### config.mk
export PLATFORM = sky130hd
export DESIGN_NAME = seven_segment_display_frame_gen_unit
export DESIGN_NICKNAME = d
export VERILOG_FILES = /design/src/hdl/ssd_pkg.sv /design/src/hdl/ssd_digit_stage.sv /design/src/hdl/ssd_frame_seq.sv /design/src/hdl/seven_segment_display_frame_gen_unit.sv
export SDC_FILE = /design/constraint.sdc
export NUM_CORES = 1
export LEC_CHECK = 0
export ABC_AREA = 1
export ABC_CLOCK_PERIOD_IN_PS = 5800
export BUFFER_PORTS_ARGS = -buffer_cell sky130_fd_sc_hd__buf_2
export CAP_MARGIN = 0
export CORE_MARGIN = 8
export CORE_UTILIZATION = 40
export DETAILED_ROUTE_END_ITERATION = 10
export PLACE_DENSITY_LB_ADDON = 0.3
export SLEW_MARGIN = 20
export SYNTH_ARGS = -nofsm -noshare
export SYNTH_HDL_FRONTEND = slang
export SYNTH_SLANG_ARGS = --single-unit
### constraint.sdc
create_clock -name clk -period 5.8 [get_ports clk]
set_clock_uncertainty 0.15 [all_clocks]
set_input_delay 1.16 -clock clk [delete_from_list [all_inputs] [get_ports clk]]
set_output_delay 1.16 -clock clk [all_outputs]
set_load 0.03 [all_outputs]
### src/hdl/ssd_pkg.sv
// ssd_pkg: shared constants, command codes, segment table and item types
// for the seven-segment frame generator. No dependencies.
package ssd_pkg;

    localparam int NUM_DIGITS = 4;
    localparam int VALUE_W    = 16;
    localparam int OP_W       = 2;
    localparam int DIG_W      = 4;
    localparam int POS_W      = (NUM_DIGITS > 1) ? $clog2(NUM_DIGITS) : 1;
    localparam int CFG_IDX_W  = 2;
    localparam int CFG_DATA_W = 3;
    localparam int BRIGHT_W   = 3;

    localparam logic [POS_W-1:0] POS_LAST = POS_W'(NUM_DIGITS - 1);

    function automatic int unsigned pow10(input int n);
        int unsigned p;
        p = 1;
        for (int i = 0; i < n; i++) begin
            p = p * 10;
        end
        return p;
    endfunction

    localparam int unsigned SAT_LIMIT = pow10(NUM_DIGITS) - 1;

    // reciprocal divide by ten, exact for any 16-bit dividend
    localparam int           DIV10_SHIFT = 19;
    localparam int           PROD_W      = VALUE_W + 17;
    localparam logic [16:0]  DIV10_MUL   = 17'd52429;

    localparam logic [OP_W-1:0] OP_SHOW  = 2'd0;
    localparam logic [OP_W-1:0] OP_CLEAR = 2'd1;
    localparam logic [OP_W-1:0] OP_CTRL  = 2'd2;
    localparam logic [OP_W-1:0] OP_NONE  = 2'd3;

    localparam logic [CFG_IDX_W-1:0] REG_BRIGHTNESS    = 2'd0;
    localparam logic [CFG_IDX_W-1:0] REG_DISPLAY_ON    = 2'd1;
    localparam logic [CFG_IDX_W-1:0] REG_ZERO_SUPPRESS = 2'd2;

    localparam logic [7:0] DATA_CMD_FIXED = 8'h44;
    localparam logic [7:0] ADDR_CMD_BASE  = 8'hC0;
    localparam logic [7:0] CTRL_CMD_BASE  = 8'h80;

    typedef logic [NUM_DIGITS-1:0][DIG_W-1:0] ssd_digits_t;

    // dig[0] is the most significant position
    typedef struct packed {
        logic [OP_W-1:0]    op;
        logic [VALUE_W-1:0] rem;
        ssd_digits_t        dig;
    } ssd_item_t;

    typedef struct packed {
        logic [BRIGHT_W-1:0] brightness;
        logic                display_on;
        logic                zero_suppress;
    } ssd_cfg_t;

    function automatic logic [7:0] seg_of(input logic [DIG_W-1:0] d);
        logic [7:0] s;
        case (d)
            4'd0:    s = 8'h3F;
            4'd1:    s = 8'h06;
            4'd2:    s = 8'h5B;
            4'd3:    s = 8'h4F;
            4'd4:    s = 8'h66;
            4'd5:    s = 8'h6D;
            4'd6:    s = 8'h7D;
            4'd7:    s = 8'h07;
            4'd8:    s = 8'h7F;
            4'd9:    s = 8'h6F;
            default: s = 8'h00;
        endcase
        return s;
    endfunction

endpackage

### src/hdl/ssd_digit_stage.sv
// ssd_digit_stage: one pipeline stage that peels the low decimal digit off
// the remaining value and shifts it into the digit vector. Uses ssd_pkg.
module ssd_digit_stage (
    input  logic              clk,
    input  logic              rst_n,
    input  logic              in_valid,
    output logic              in_ready,
    input  ssd_pkg::ssd_item_t in_item,
    output logic              out_valid,
    input  logic              out_ready,
    output ssd_pkg::ssd_item_t out_item
);

    logic                         valid_reg;
    logic                         valid_next;
    ssd_pkg::ssd_item_t           item_reg;
    ssd_pkg::ssd_item_t           item_next;
    logic [ssd_pkg::PROD_W-1:0]   prod;
    logic [ssd_pkg::VALUE_W-1:0]  quot;
    logic [ssd_pkg::VALUE_W-1:0]  quot10;
    logic [ssd_pkg::VALUE_W-1:0]  rmd;
    logic                         take;

    assign in_ready = !valid_reg || out_ready;
    assign take     = in_valid && in_ready;

    always_comb
    begin
        prod   = ssd_pkg::PROD_W'(in_item.rem) * ssd_pkg::PROD_W'(ssd_pkg::DIV10_MUL);
        quot   = ssd_pkg::VALUE_W'(prod >> ssd_pkg::DIV10_SHIFT);
        quot10 = ssd_pkg::VALUE_W'((quot << 3) + (quot << 1));
        rmd    = in_item.rem - quot10;

        item_next     = in_item;
        item_next.rem = quot;
        // older digits move toward the less significant end
        for (int i = ssd_pkg::NUM_DIGITS - 1; i > 0; i--) begin
            item_next.dig[i] = in_item.dig[i-1];
        end
        item_next.dig[0] = rmd[ssd_pkg::DIG_W-1:0];

        if (take) begin
            valid_next = 1'b1;
        end
        else if (out_ready) begin
            valid_next = 1'b0;
        end
        else begin
            valid_next = valid_reg;
        end
    end

    always_ff @(posedge clk or negedge rst_n)
    begin
        if (!rst_n) begin
            valid_reg <= 1'b0;
        end
        else begin
            valid_reg <= valid_next;
        end
    end

    always_ff @(posedge clk)
    begin
        if (take) begin
            item_reg <= item_next;
        end
    end

    assign out_valid = valid_reg;
    assign out_item  = item_reg;

    a_digit_decimal: assert property (@(posedge clk) disable iff (!rst_n)
        valid_reg |-> (item_reg.dig[0] <= ssd_pkg::DIG_W'(9)))
        else $error("digit stage produced a non-decimal digit");

endmodule

### src/hdl/ssd_frame_seq.sv
// ssd_frame_seq: holds one decoded command and walks it out as bus frames,
// one byte per cycle while not stalled, via a registered output. Uses ssd_pkg.
module ssd_frame_seq (
    input  logic               clk,
    input  logic               rst_n,
    input  ssd_pkg::ssd_cfg_t  cfg,
    input  logic               cmd_valid,
    output logic               cmd_ready,
    input  ssd_pkg::ssd_item_t cmd_item,
    output logic               out_valid,
    input  logic               out_ready,
    output logic [7:0]         bus_byte,
    output logic               start_before,
    output logic               stop_after,
    output logic               last
);

    localparam logic [1:0] PH_CMD  = 2'd0;
    localparam logic [1:0] PH_ADDR = 2'd1;
    localparam logic [1:0] PH_SEG  = 2'd2;

    logic                     busy_reg, busy_next;
    logic                     ctrl_reg, ctrl_next;
    logic [1:0]               phase_reg, phase_next;
    logic [ssd_pkg::POS_W-1:0] pos_reg, pos_next;
    logic [ssd_pkg::NUM_DIGITS-1:0][7:0] segs_reg, segs_next;
    logic                     out_valid_reg, out_valid_next;
    logic [7:0]               byte_reg, byte_next;
    logic                     start_reg, start_next;
    logic                     stop_reg, stop_next;
    logic                     last_reg, last_next;

    logic                     out_free;
    logic                     load;
    logic                     fin;
    logic                     take;
    logic [ssd_pkg::POS_W-1:0] first_pos;

    assign out_free  = !out_valid_reg || out_ready;
    assign load      = busy_reg && out_free;
    assign cmd_ready = !busy_reg || (load && fin);
    assign take      = cmd_valid && cmd_ready;

    // frame for the current step
    always_comb
    begin
        byte_next  = byte_reg;
        start_next = start_reg;
        stop_next  = stop_reg;
        fin        = 1'b0;
        if (ctrl_reg) begin
            byte_next  = ssd_pkg::CTRL_CMD_BASE | {4'b0000, cfg.display_on, cfg.brightness};
            start_next = 1'b1;
            stop_next  = 1'b1;
            fin        = 1'b1;
        end
        else begin
            case (phase_reg)
                PH_CMD:
                begin
                    byte_next  = ssd_pkg::DATA_CMD_FIXED;
                    start_next = 1'b1;
                    stop_next  = 1'b1;
                end
                PH_ADDR:
                begin
                    byte_next  = ssd_pkg::ADDR_CMD_BASE | 8'(pos_reg);
                    start_next = 1'b1;
                    stop_next  = 1'b0;
                end
                PH_SEG:
                begin
                    byte_next  = segs_reg[pos_reg];
                    start_next = 1'b0;
                    stop_next  = 1'b1;
                    fin        = (pos_reg == ssd_pkg::POS_LAST);
                end
                default:
                begin
                    byte_next  = 8'h00;
                    start_next = 1'b0;
                    stop_next  = 1'b0;
                end
            endcase
        end
        last_next = fin;
    end

    // first written position: most significant nonzero digit when suppressing
    always_comb
    begin
        first_pos = '0;
        if (cmd_item.op == ssd_pkg::OP_SHOW && cfg.zero_suppress) begin
            first_pos = ssd_pkg::POS_LAST;
            for (int i = ssd_pkg::NUM_DIGITS - 1; i >= 0; i--) begin
                if (cmd_item.dig[i] != '0) begin
                    first_pos = ssd_pkg::POS_W'(i);
                end
            end
        end
    end

    always_comb
    begin
        busy_next  = busy_reg;
        ctrl_next  = ctrl_reg;
        phase_next = phase_reg;
        pos_next   = pos_reg;
        segs_next  = segs_reg;

        if (load) begin
            case (phase_reg)
                PH_CMD:  phase_next = PH_ADDR;
                PH_ADDR: phase_next = PH_SEG;
                PH_SEG:
                begin
                    phase_next = PH_CMD;
                    pos_next   = ssd_pkg::POS_W'(pos_reg + 1'b1);
                end
                default: phase_next = PH_CMD;
            endcase
            if (fin) begin
                busy_next = 1'b0;
            end
        end

        if (take) begin
            busy_next  = (cmd_item.op != ssd_pkg::OP_NONE);
            ctrl_next  = (cmd_item.op == ssd_pkg::OP_CTRL);
            phase_next = PH_CMD;
            pos_next   = first_pos;
            for (int i = 0; i < ssd_pkg::NUM_DIGITS; i++) begin
                segs_next[i] = (cmd_item.op == ssd_pkg::OP_SHOW) ?
                               ssd_pkg::seg_of(cmd_item.dig[i]) : 8'h00;
            end
        end

        if (load) begin
            out_valid_next = 1'b1;
        end
        else if (out_ready) begin
            out_valid_next = 1'b0;
        end
        else begin
            out_valid_next = out_valid_reg;
        end
    end

    always_ff @(posedge clk or negedge rst_n)
    begin
        if (!rst_n) begin
            busy_reg      <= 1'b0;
            out_valid_reg <= 1'b0;
            ctrl_reg      <= 1'b0;
            phase_reg     <= PH_CMD;
            pos_reg       <= '0;
        end
        else begin
            busy_reg      <= busy_next;
            out_valid_reg <= out_valid_next;
            ctrl_reg      <= ctrl_next;
            phase_reg     <= phase_next;
            pos_reg       <= pos_next;
        end
    end

    always_ff @(posedge clk)
    begin
        segs_reg <= segs_next;
        if (load) begin
            byte_reg  <= byte_next;
            start_reg <= start_next;
            stop_reg  <= stop_next;
            last_reg  <= last_next;
        end
    end

    assign out_valid    = out_valid_reg;
    assign bus_byte     = byte_reg;
    assign start_before = start_reg;
    assign stop_after   = stop_reg;
    assign last         = last_reg;

    a_last_has_stop: assert property (@(posedge clk) disable iff (!rst_n)
        (out_valid_reg && last_reg) |-> stop_reg)
        else $error("final byte of a command without stop");

    a_addr_frame: assert property (@(posedge clk) disable iff (!rst_n)
        (out_valid_reg && !stop_reg) |-> (start_reg && byte_reg[7:6] == 2'b11))
        else $error("frame without stop is not an address frame");

    a_pos_range: assert property (@(posedge clk) disable iff (!rst_n)
        busy_reg |-> (pos_reg <= ssd_pkg::POS_LAST))
        else $error("digit position out of range");

    a_busy_drop: assert property (@(posedge clk) disable iff (!rst_n)
        (load && fin && !take) |=> !busy_reg)
        else $error("sequencer stayed busy after the final frame");

endmodule

### src/hdl/seven_segment_display_frame_gen_unit.sv
// seven_segment_display_frame_gen_unit: top level with config registers,
// input saturation stage, decimal digit pipeline and frame sequencer.
// Depends on ssd_pkg, ssd_digit_stage and ssd_frame_seq.

// Turns show / clear / control commands into bus bytes, one byte per cycle on
// the result channel while not stalled. A show command yields three bytes per
// written digit position (3 to 3*NUM_DIGITS, 12 for all four), a clear command
// always 3*NUM_DIGITS, a control command one, and code 3 none. Commands are
// pipelined through a saturation stage and one stage per decimal digit, and
// the sequencer takes the next command in the same cycle that it loads the
// previous command's last byte. Configuration writes take effect at once.
module seven_segment_display_frame_gen_unit (
    input  logic                             clk,
    input  logic                             rst_n,
    input  logic                             cfg_we,
    input  logic [ssd_pkg::CFG_IDX_W-1:0]    cfg_index,
    input  logic [ssd_pkg::CFG_DATA_W-1:0]   cfg_data,
    input  logic                             in_valid,
    output logic                             in_ready,
    input  logic [ssd_pkg::OP_W-1:0]         operation,
    input  logic [ssd_pkg::VALUE_W-1:0]      value,
    output logic                             out_valid,
    input  logic                             out_ready,
    output logic [7:0]                       bus_byte,
    output logic                             start_before,
    output logic                             stop_after,
    output logic                             last
);

    localparam int ND = ssd_pkg::NUM_DIGITS;

    logic [ssd_pkg::BRIGHT_W-1:0] brightness_reg;
    logic                         display_on_reg;
    logic                         zero_suppress_reg;
    ssd_pkg::ssd_cfg_t            cfg;

    logic                         s0_valid_reg;
    ssd_pkg::ssd_item_t           s0_item_reg;
    ssd_pkg::ssd_item_t           s0_item_next;
    logic [ssd_pkg::VALUE_W-1:0]  sat_value;
    logic                         take;

    logic                         stg_valid [ND+1];
    logic                         stg_ready [ND+1];
    ssd_pkg::ssd_item_t           stg_item  [ND+1];

    always_ff @(posedge clk or negedge rst_n)
    begin
        if (!rst_n) begin
            brightness_reg    <= ssd_pkg::BRIGHT_W'(1);
            display_on_reg    <= 1'b1;
            zero_suppress_reg <= 1'b1;
        end
        else if (cfg_we) begin
            case (cfg_index)
                ssd_pkg::REG_BRIGHTNESS:    brightness_reg    <= cfg_data[ssd_pkg::BRIGHT_W-1:0];
                ssd_pkg::REG_DISPLAY_ON:    display_on_reg    <= cfg_data[0];
                ssd_pkg::REG_ZERO_SUPPRESS: zero_suppress_reg <= cfg_data[0];
                default:                    ;
            endcase
        end
    end

    assign cfg.brightness    = brightness_reg;
    assign cfg.display_on    = display_on_reg;
    assign cfg.zero_suppress = zero_suppress_reg;

    // input stage: saturate to the largest value the digits can show
    assign in_ready = !s0_valid_reg || stg_ready[0];
    assign take     = in_valid && in_ready;

    always_comb
    begin
        if (32'(value) > ssd_pkg::SAT_LIMIT) begin
            sat_value = ssd_pkg::SAT_LIMIT[ssd_pkg::VALUE_W-1:0];
        end
        else begin
            sat_value = value;
        end
        s0_item_next.op  = operation;
        s0_item_next.rem = sat_value;
        s0_item_next.dig = '0;
    end

    always_ff @(posedge clk or negedge rst_n)
    begin
        if (!rst_n) begin
            s0_valid_reg <= 1'b0;
        end
        else if (take) begin
            s0_valid_reg <= 1'b1;
        end
        else if (stg_ready[0]) begin
            s0_valid_reg <= 1'b0;
        end
    end

    always_ff @(posedge clk)
    begin
        if (take) begin
            s0_item_reg <= s0_item_next;
        end
    end

    assign stg_valid[0] = s0_valid_reg;
    assign stg_item[0]  = s0_item_reg;

    for (genvar g = 0; g < ND; g++) begin : g_digit
        ssd_digit_stage u_stage (
            .clk       (clk),
            .rst_n     (rst_n),
            .in_valid  (stg_valid[g]),
            .in_ready  (stg_ready[g]),
            .in_item   (stg_item[g]),
            .out_valid (stg_valid[g+1]),
            .out_ready (stg_ready[g+1]),
            .out_item  (stg_item[g+1])
        );
    end

    ssd_frame_seq u_seq (
        .clk          (clk),
        .rst_n        (rst_n),
        .cfg          (cfg),
        .cmd_valid    (stg_valid[ND]),
        .cmd_ready    (stg_ready[ND]),
        .cmd_item     (stg_item[ND]),
        .out_valid    (out_valid),
        .out_ready    (out_ready),
        .bus_byte     (bus_byte),
        .start_before (start_before),
        .stop_after   (stop_after),
        .last         (last)
    );

endmodule
==> run_results.csv, run 1 <==
group,metric,value,unit
run_status,outcome,"finished, final reports clean",
global_route,grt_max_degree,36,
sta,hold_violations,0,
global_route,antenna_found_initial,0,
placed_design,placement.io_buffers,40,
die,dieArea,0.05262,sq mm
layout,drive_gt1_share,11.12,%
setup_path,critPathKind,"reg2reg",
synthesis,yosysSeqAreaShare,24.61,%
setup_path,cpPeakStageDelay,0.55,ns
routing,route.detailed.drc,0,
synthesis,synthFlopType,"edfxtp_1",
layout,antenna-diode-count,0,
layout,largest_reg_flops,78,
routing,detail_route.vias_per_cell,4.811,
global_route,grt_pass1_wl,65790,um
layout,n_fill_cell,4273,
setup_path,path_buf_inv,4,
setup_path,worstPathArrival,5.68,ns
placed_design,gp_congestion,0.8960,
job,maxCapViolCount,0,
synthesis,synth_area,0.01822,sq mm
routing,first_iter_violations,685,
die,die_h,229.4,um
die,rows,78,
cts,clockRootBuffer,"clkbuf_16",
setup_path,cp_max_fo,3,
sta,holdWs,0.2694,ns
layout,final_cell_mix,"inv_1 (486), ha_1 (343), nand2_1 (253)",
setup_path,critical_path.slowest_cell,"fa_1",
sta,slew_headroom,42.87,%
layout,layout_commonest_cell,"inv_1",
cts,clk_pin_slew,0.08,ns
cts,clk_latency,0.44,ns
synthesis,synth-seq-cells,152,
sta,setup_viol,0,
die,core,0.04519,sq mm
routing,antenna_left,0,
setup_path,cp_common_cell,"nand2_1",
setup_path,required,5.84,ns
synthesis,synth-async-reset-ratio,11.18,%
cts,cts.path.max_buffers,2,
synthesis,synth_cell_types,46,
sta,worstMarginPinSlew,0.8561,ns
synthesis,yosys_warnings,0,
die,io_pins,41,
cts,htree_levels,4,
cts,cts_sinks,152,
placed_design,place_hpwl,33920,um
synthesis,synth-edff-count,135,
die,die_w,229.4,um
cts,cts_tree,"yes",
synthesis,synthCells,1976,
global_route,grt_overflow_total,0,
setup_path,cp-start-kind,"flip-flop",
sta,post-route-min-period,5.639,ns
setup_path,crit_path_end_kind,"flip-flop",
cts,numCtsBuffers,17,
global_route,grtUsageTotal,15.17,%
layout,nets,2657,
synthesis,avgSynthCellArea,9.219,sq um
sta,finalCritPeriodShare,97.23,%
die,initial_core_util,40.31,%
routing,post_drt_wl_per_cell,14.59,um
layout,synthToLayoutAreaGrowth,12.84,%
sta,slew_viol_final,0,
worst_hold_path,min_path_type,"reg2reg",
routing,vias,13050,
setup_path,path_cells,"ha_4 > inv_1 > fa_1 > fa_1 > fa_1 > fa_1 > inv_1 > fa_1 > ha_4 > nand2_2 > buf_4 > o21a_1 > o21ai_2 > a21oi_1 > nand2_1 > nand2_2 > ha_4 > nand2_1 > nand3_1 > nand2_1 > nand2_1 > nand2_1 > nand2_1 > inv_1",
setup_path,path_delay_family,"adder cells",
sta,fmax,177.3,MHz
routing,dr.pass1.iters,5,
routing,wirelength,39580,um
global_route,first_global_vias,13400,
-- worst register-to-register path, cell delays in order (launching register included) --
cell	delay [ns]
edfxtp_1	0.50
ha_4	0.33
inv_1	0.05
fa_1	0.47
fa_1	0.54
fa_1	0.52
fa_1	0.55
inv_1	0.05
fa_1	0.50
ha_4	0.32
nand2_2	0.07
buf_4	0.14
o21a_1	0.20
o21ai_2	0.09
a21oi_1	0.06
nand2_1	0.07
nand2_2	0.08
ha_4	0.27
nand2_1	0.07
nand3_1	0.09
nand2_1	0.07
nand2_1	0.07
nand2_1	0.05
nand2_1	0.05
inv_1	0.04
-- through the flow --
stage | setup TNS, ns | instance area, sq um | worst slack (ns) | util [%] | cells
after floorplan | 0 | 18220 | 0.1180 | - | 1977
after global placement | -0.002112 | 19510 | -0.002112 | 43.17 | 2658
after detailed placement | -0.05055 | 19510 | -0.05055 | 43.17 | 2658
after CTS | 0 | 20120 | 0.01530 | 44.52 | 2691
after global routing | -0.08884 | 20560 | -0.04963 | 45.49 | 2713
final | 0 | 20560 | 0.1608 | 45.49 | 2713
-- cell type report --
| class | instances | area, sq um | area share [%] |
|---|---|---|---|
| multi-input cells | 1325 | 12140 | 59.05 |
| flip-flops and latches | 152 | 4483 | 21.81 |
| inverters | 492 | 1852 | 9.008 |
| well taps | 600 | 750.7 | 3.652 |
| repair buffers | 112 | 744.5 | 3.622 |
| clock buffers | 18 | 429.2 | 2.088 |
| clock inverters | 14 | 157.7 | 0.7669 |
-- routing by layer --
metal  GRT usage [%]  vias to the layer above  wire, um
met3           2.027                       21      1091
met4           2.809                        0       328
li1                -                     6605         -
met1           20.16                     6248     18400
met2           26.31                      179     19750
met5               0                        -         0
-- synth_stat cells, types with 18 or more instances --
master,count,area share [%]
nand2_1,257,5.3
inv_1,488,10
xnor2_1,18,0.87
ha_1,361,25
o21ai_0,75,2.1
fa_1,168,18
edfxtp_1,135,22
nand3_1,66,1.8
a21oi_1,107,2.9
xor2_1,24,1.2
nor2_1,106,2.2
-- logic make-up after synthesis --
logic type / Yosys count / synth area share [%]
AOI/OAI and AO/OA: 239 / 7.391
other: 1 / 0.02059
muxes: 3 / 0.1854
xor gates and xnor gates: 42 / 2.019
buffers and inverters: 500 / 10.35
DFF: 152 / 24.61
and+or+nand+nor: 510 / 12.16
adders and majority gates: 529 / 43.26
-- final timing paths --
kind                                                     startpoint                                   endpoint  slack [ns]  cells after the start
min reg2reg                g_digit[1].u_stage.out_item[6]$_DFFE_PP_  g_digit[2].u_stage.out_item[10]$_DFFE_PP_        0.27                      0
min in group asynchronous                                     rst_n              brightness_reg[1]$_DFFE_PN0P_        0.49                      1
max reg2reg                           s0_item_reg[20]$_SDFFCE_PN0P_   g_digit[0].u_stage.out_item[3]$_DFFE_PP_        0.16                     24
max                                   s0_item_reg[20]$_SDFFCE_PN0P_   g_digit[0].u_stage.out_item[3]$_DFFE_PP_        0.16                     24
max in group asynchronous                                     rst_n              zero_suppress_reg$_DFFE_PN1P_        4.70                      1
min                        g_digit[1].u_stage.out_item[6]$_DFFE_PP_  g_digit[2].u_stage.out_item[10]$_DFFE_PP_        0.27                      0
-- timing repair --
action	CTS	global route
hold buffers	0	0
endpoints found under the setup margin	1	5
gates resized for setup	5	39
setup buffers	1	22
pin swaps	1	31
Power of run 1 is not shown: default switching activity piles up to over one toggle a cycle in this logic, so the estimate is an artifact.
==> run 2: changes to the inputs <==
--- a/config.mk
+++ b/config.mk
@@ -10,7 +10,7 @@
 export BUFFER_PORTS_ARGS = -buffer_cell sky130_fd_sc_hd__buf_2
 export CAP_MARGIN = 0
 export CORE_MARGIN = 8
-export CORE_UTILIZATION = 40
+export CORE_UTILIZATION = 50
 export DETAILED_ROUTE_END_ITERATION = 10
 export PLACE_DENSITY_LB_ADDON = 0.3
 export SLEW_MARGIN = 20
==> run 2 against run 1 <==
  * Critical path depth grew 2
  * Critical path type unchanged
  * Global-route usage grew 3.6 points
  * Sequential share of layout area grew 0.23 points
  * Register-to-register slack is essentially flat
  * Utilization grew 11 points
  * Clock-buffer cell count grew 1
  * Routed wire length shrank 1.5%
  * Largest cell class unchanged
  * Setup slack lost 0.0059 ns
  * Final area shrank 1.1%
  * Flip-flop and latch count is the same
  * Via count grew 0.70%
==> run_results.csv, run 2 (same netlist as run 1, synthesis figures left out) <==
group,metric,value,unit
run_status,outcome,"finished, final reports clean",
routing,first_iter_violations,854,
die,initial_core_util,50.24,%
setup_path,cp_max_fo,3,
cts,numCtsBuffers,17,
routing,dr.pass1.iters,6,
layout,layout_commonest_cell,"inv_1",
sta,slew_viol_final,0,
cts,cts_tree,"yes",
die,dieArea,0.04280,sq mm
die,rows,70,
sta,grt_setup_unrepaired,"yes",
layout,antenna-diode-count,0,
routing,antenna_left,0,
routing,vias,13150,
layout,synthToLayoutAreaGrowth,11.66,%
setup_path,critPathKind,"reg2reg",
job,maxCapViolCount,0,
global_route,grtUsageTotal,18.75,%
sta,post-route-min-period,5.645,ns
die,die_w,206.9,um
sta,setup_viol,0,
global_route,grt_pass1_wl,64030,um
sta,slew_headroom,38.68,%
cts,clockRootBuffer,"clkbuf_16",
layout,fin_area,0.02034,sq mm
sta,worstMarginPinSlew,0.9188,ns
die,die_h,206.9,um
global_route,first_global_vias,13140,
layout,drive_gt1_share,10.86,%
layout,seq_area,0.004483,sq mm
setup_path,required,5.83,ns
routing,route.detailed.drc,0,
routing,wirelength,38990,um
placed_design,gp_congestion,0.9292,
die,core,0.03626,sq mm
placed_design,placement.io_buffers,40,
cts,cts_sinks,152,
setup_path,cp-start-kind,"flip-flop",
global_route,grt_overflow_total,0,
layout,utilization,56.09,%
layout,multi_input_area,0.01211,sq mm
placed_design,place_hpwl,33560,um
cts,cts.path.max_buffers,2,
die,io_pins,41,
sta,fmax,177.1,MHz
setup_path,crit_path_end_kind,"flip-flop",
layout,final_cell_mix,"inv_1 (485), ha_1 (346), nand2_1 (253)",
sta,hold_violations,0,
layout,nets,2652,
global_route,grt_max_degree,22,
sta,finalCritPeriodShare,97.33,%
setup_path,worstPathArrival,5.67,ns
placed_design,dpl-instance-area,0.01934,sq mm
global_route,antenna_found_initial,0,
layout,largest_reg_flops,78,
cts,htree_levels,4,
layout,n_fill_cell,3234,
cts,clk_latency,0.43,ns
routing,detail_route.vias_per_cell,5.103,
cts,clk_pin_slew,0.07,ns
routing,post_drt_wl_per_cell,15.14,um
worst_hold_path,min_path_type,"reg2reg",
run 2: stage by stage:
stage          cells  hold slack [ns]  setup slack (ns)  setup TNS, ns
2_1_floorplan   1977           0.2503            0.1180              0
3_3_place_gp    2525           0.2538           0.01491              0
3_5_place_dp    2525           0.2572          -0.07389        -0.1013
4_1_cts         2557           0.2731          0.003064              0
5_1_grt         2576           0.2691          -0.08191       -0.09393
6_report        2576           0.2711            0.1549              0
run 2: final cells by class:
type | instances | area share, %
sequential | 152 | 22.04
multi-input combinational | 1325 | 59.56
inverter | 492 | 9.104
clock inverter | 13 | 0.7259
tap | 468 | 2.879
timing repair buffer | 107 | 3.457
clock buffer | 19 | 2.233
run 2: worst paths after layout:
| check | startpoint | to | slack (ns) | cells past startpoint |
|---|---|---|---|---|
| setup / recovery | s0_item_reg[19]$_SDFFCE_PN1P_ | g_digit[0].u_stage.out_item[3]$_DFFE_PP_ | 0.15 | 26 |
| hold / removal | g_digit[0].u_stage.out_item[2]$_DFFE_PP_ | g_digit[1].u_stage.out_item[6]$_DFFE_PP_ | 0.27 | 0 |
| setup reg to reg | s0_item_reg[19]$_SDFFCE_PN1P_ | g_digit[0].u_stage.out_item[3]$_DFFE_PP_ | 0.15 | 26 |
| hold reg to reg | g_digit[0].u_stage.out_item[2]$_DFFE_PP_ | g_digit[1].u_stage.out_item[6]$_DFFE_PP_ | 0.27 | 0 |
| max in group asynchronous | rst_n | zero_suppress_reg$_DFFE_PN1P_ | 4.67 | 1 |
| min in group asynchronous | rst_n | g_digit[3].u_stage.out_valid$_DFFE_PN0P_ | 0.51 | 1 |
run 2: layer usage:
metal / wire, um / GRT usage (%) / vias up
li1: - / - / 6589
met1: 17860 / 25.26 / 6259
met2: 18990 / 32.13 / 255
met3: 1511 / 2.372 / 42
met4: 626 / 3.904 / 0
met5: 0 / 0 / -
run 2: critical path, cell delays in order, from the launching register on:
cell      delay (ns)
edfxtp_1        0.41
buf_4           0.16
ha_4            0.27
inv_1           0.06
fa_1            0.52
inv_1           0.05
fa_1            0.50
fa_1            0.44
fa_1            0.51
inv_1           0.06
fa_1            0.52
inv_1           0.06
ha_4            0.25
a21oi_2         0.15
o21a_1          0.22
o21ai_4         0.08
a21o_1          0.15
nand2_1         0.06
nand2_2         0.07
ha_4            0.16
xor2_2          0.15
inv_1           0.06
nand4_1         0.11
nand2_1         0.09
nand2_1         0.05
nand2_1         0.05
inv_1           0.03
run 2: what timing repair did:
item	in CTS	in global routing
pin swaps	1	21
buffers inserted	0	19
setup endpoints to repair	2	7
gates resized for setup	5	38
hold buffers	0	0
Power of run 2 is left out for the same reason.
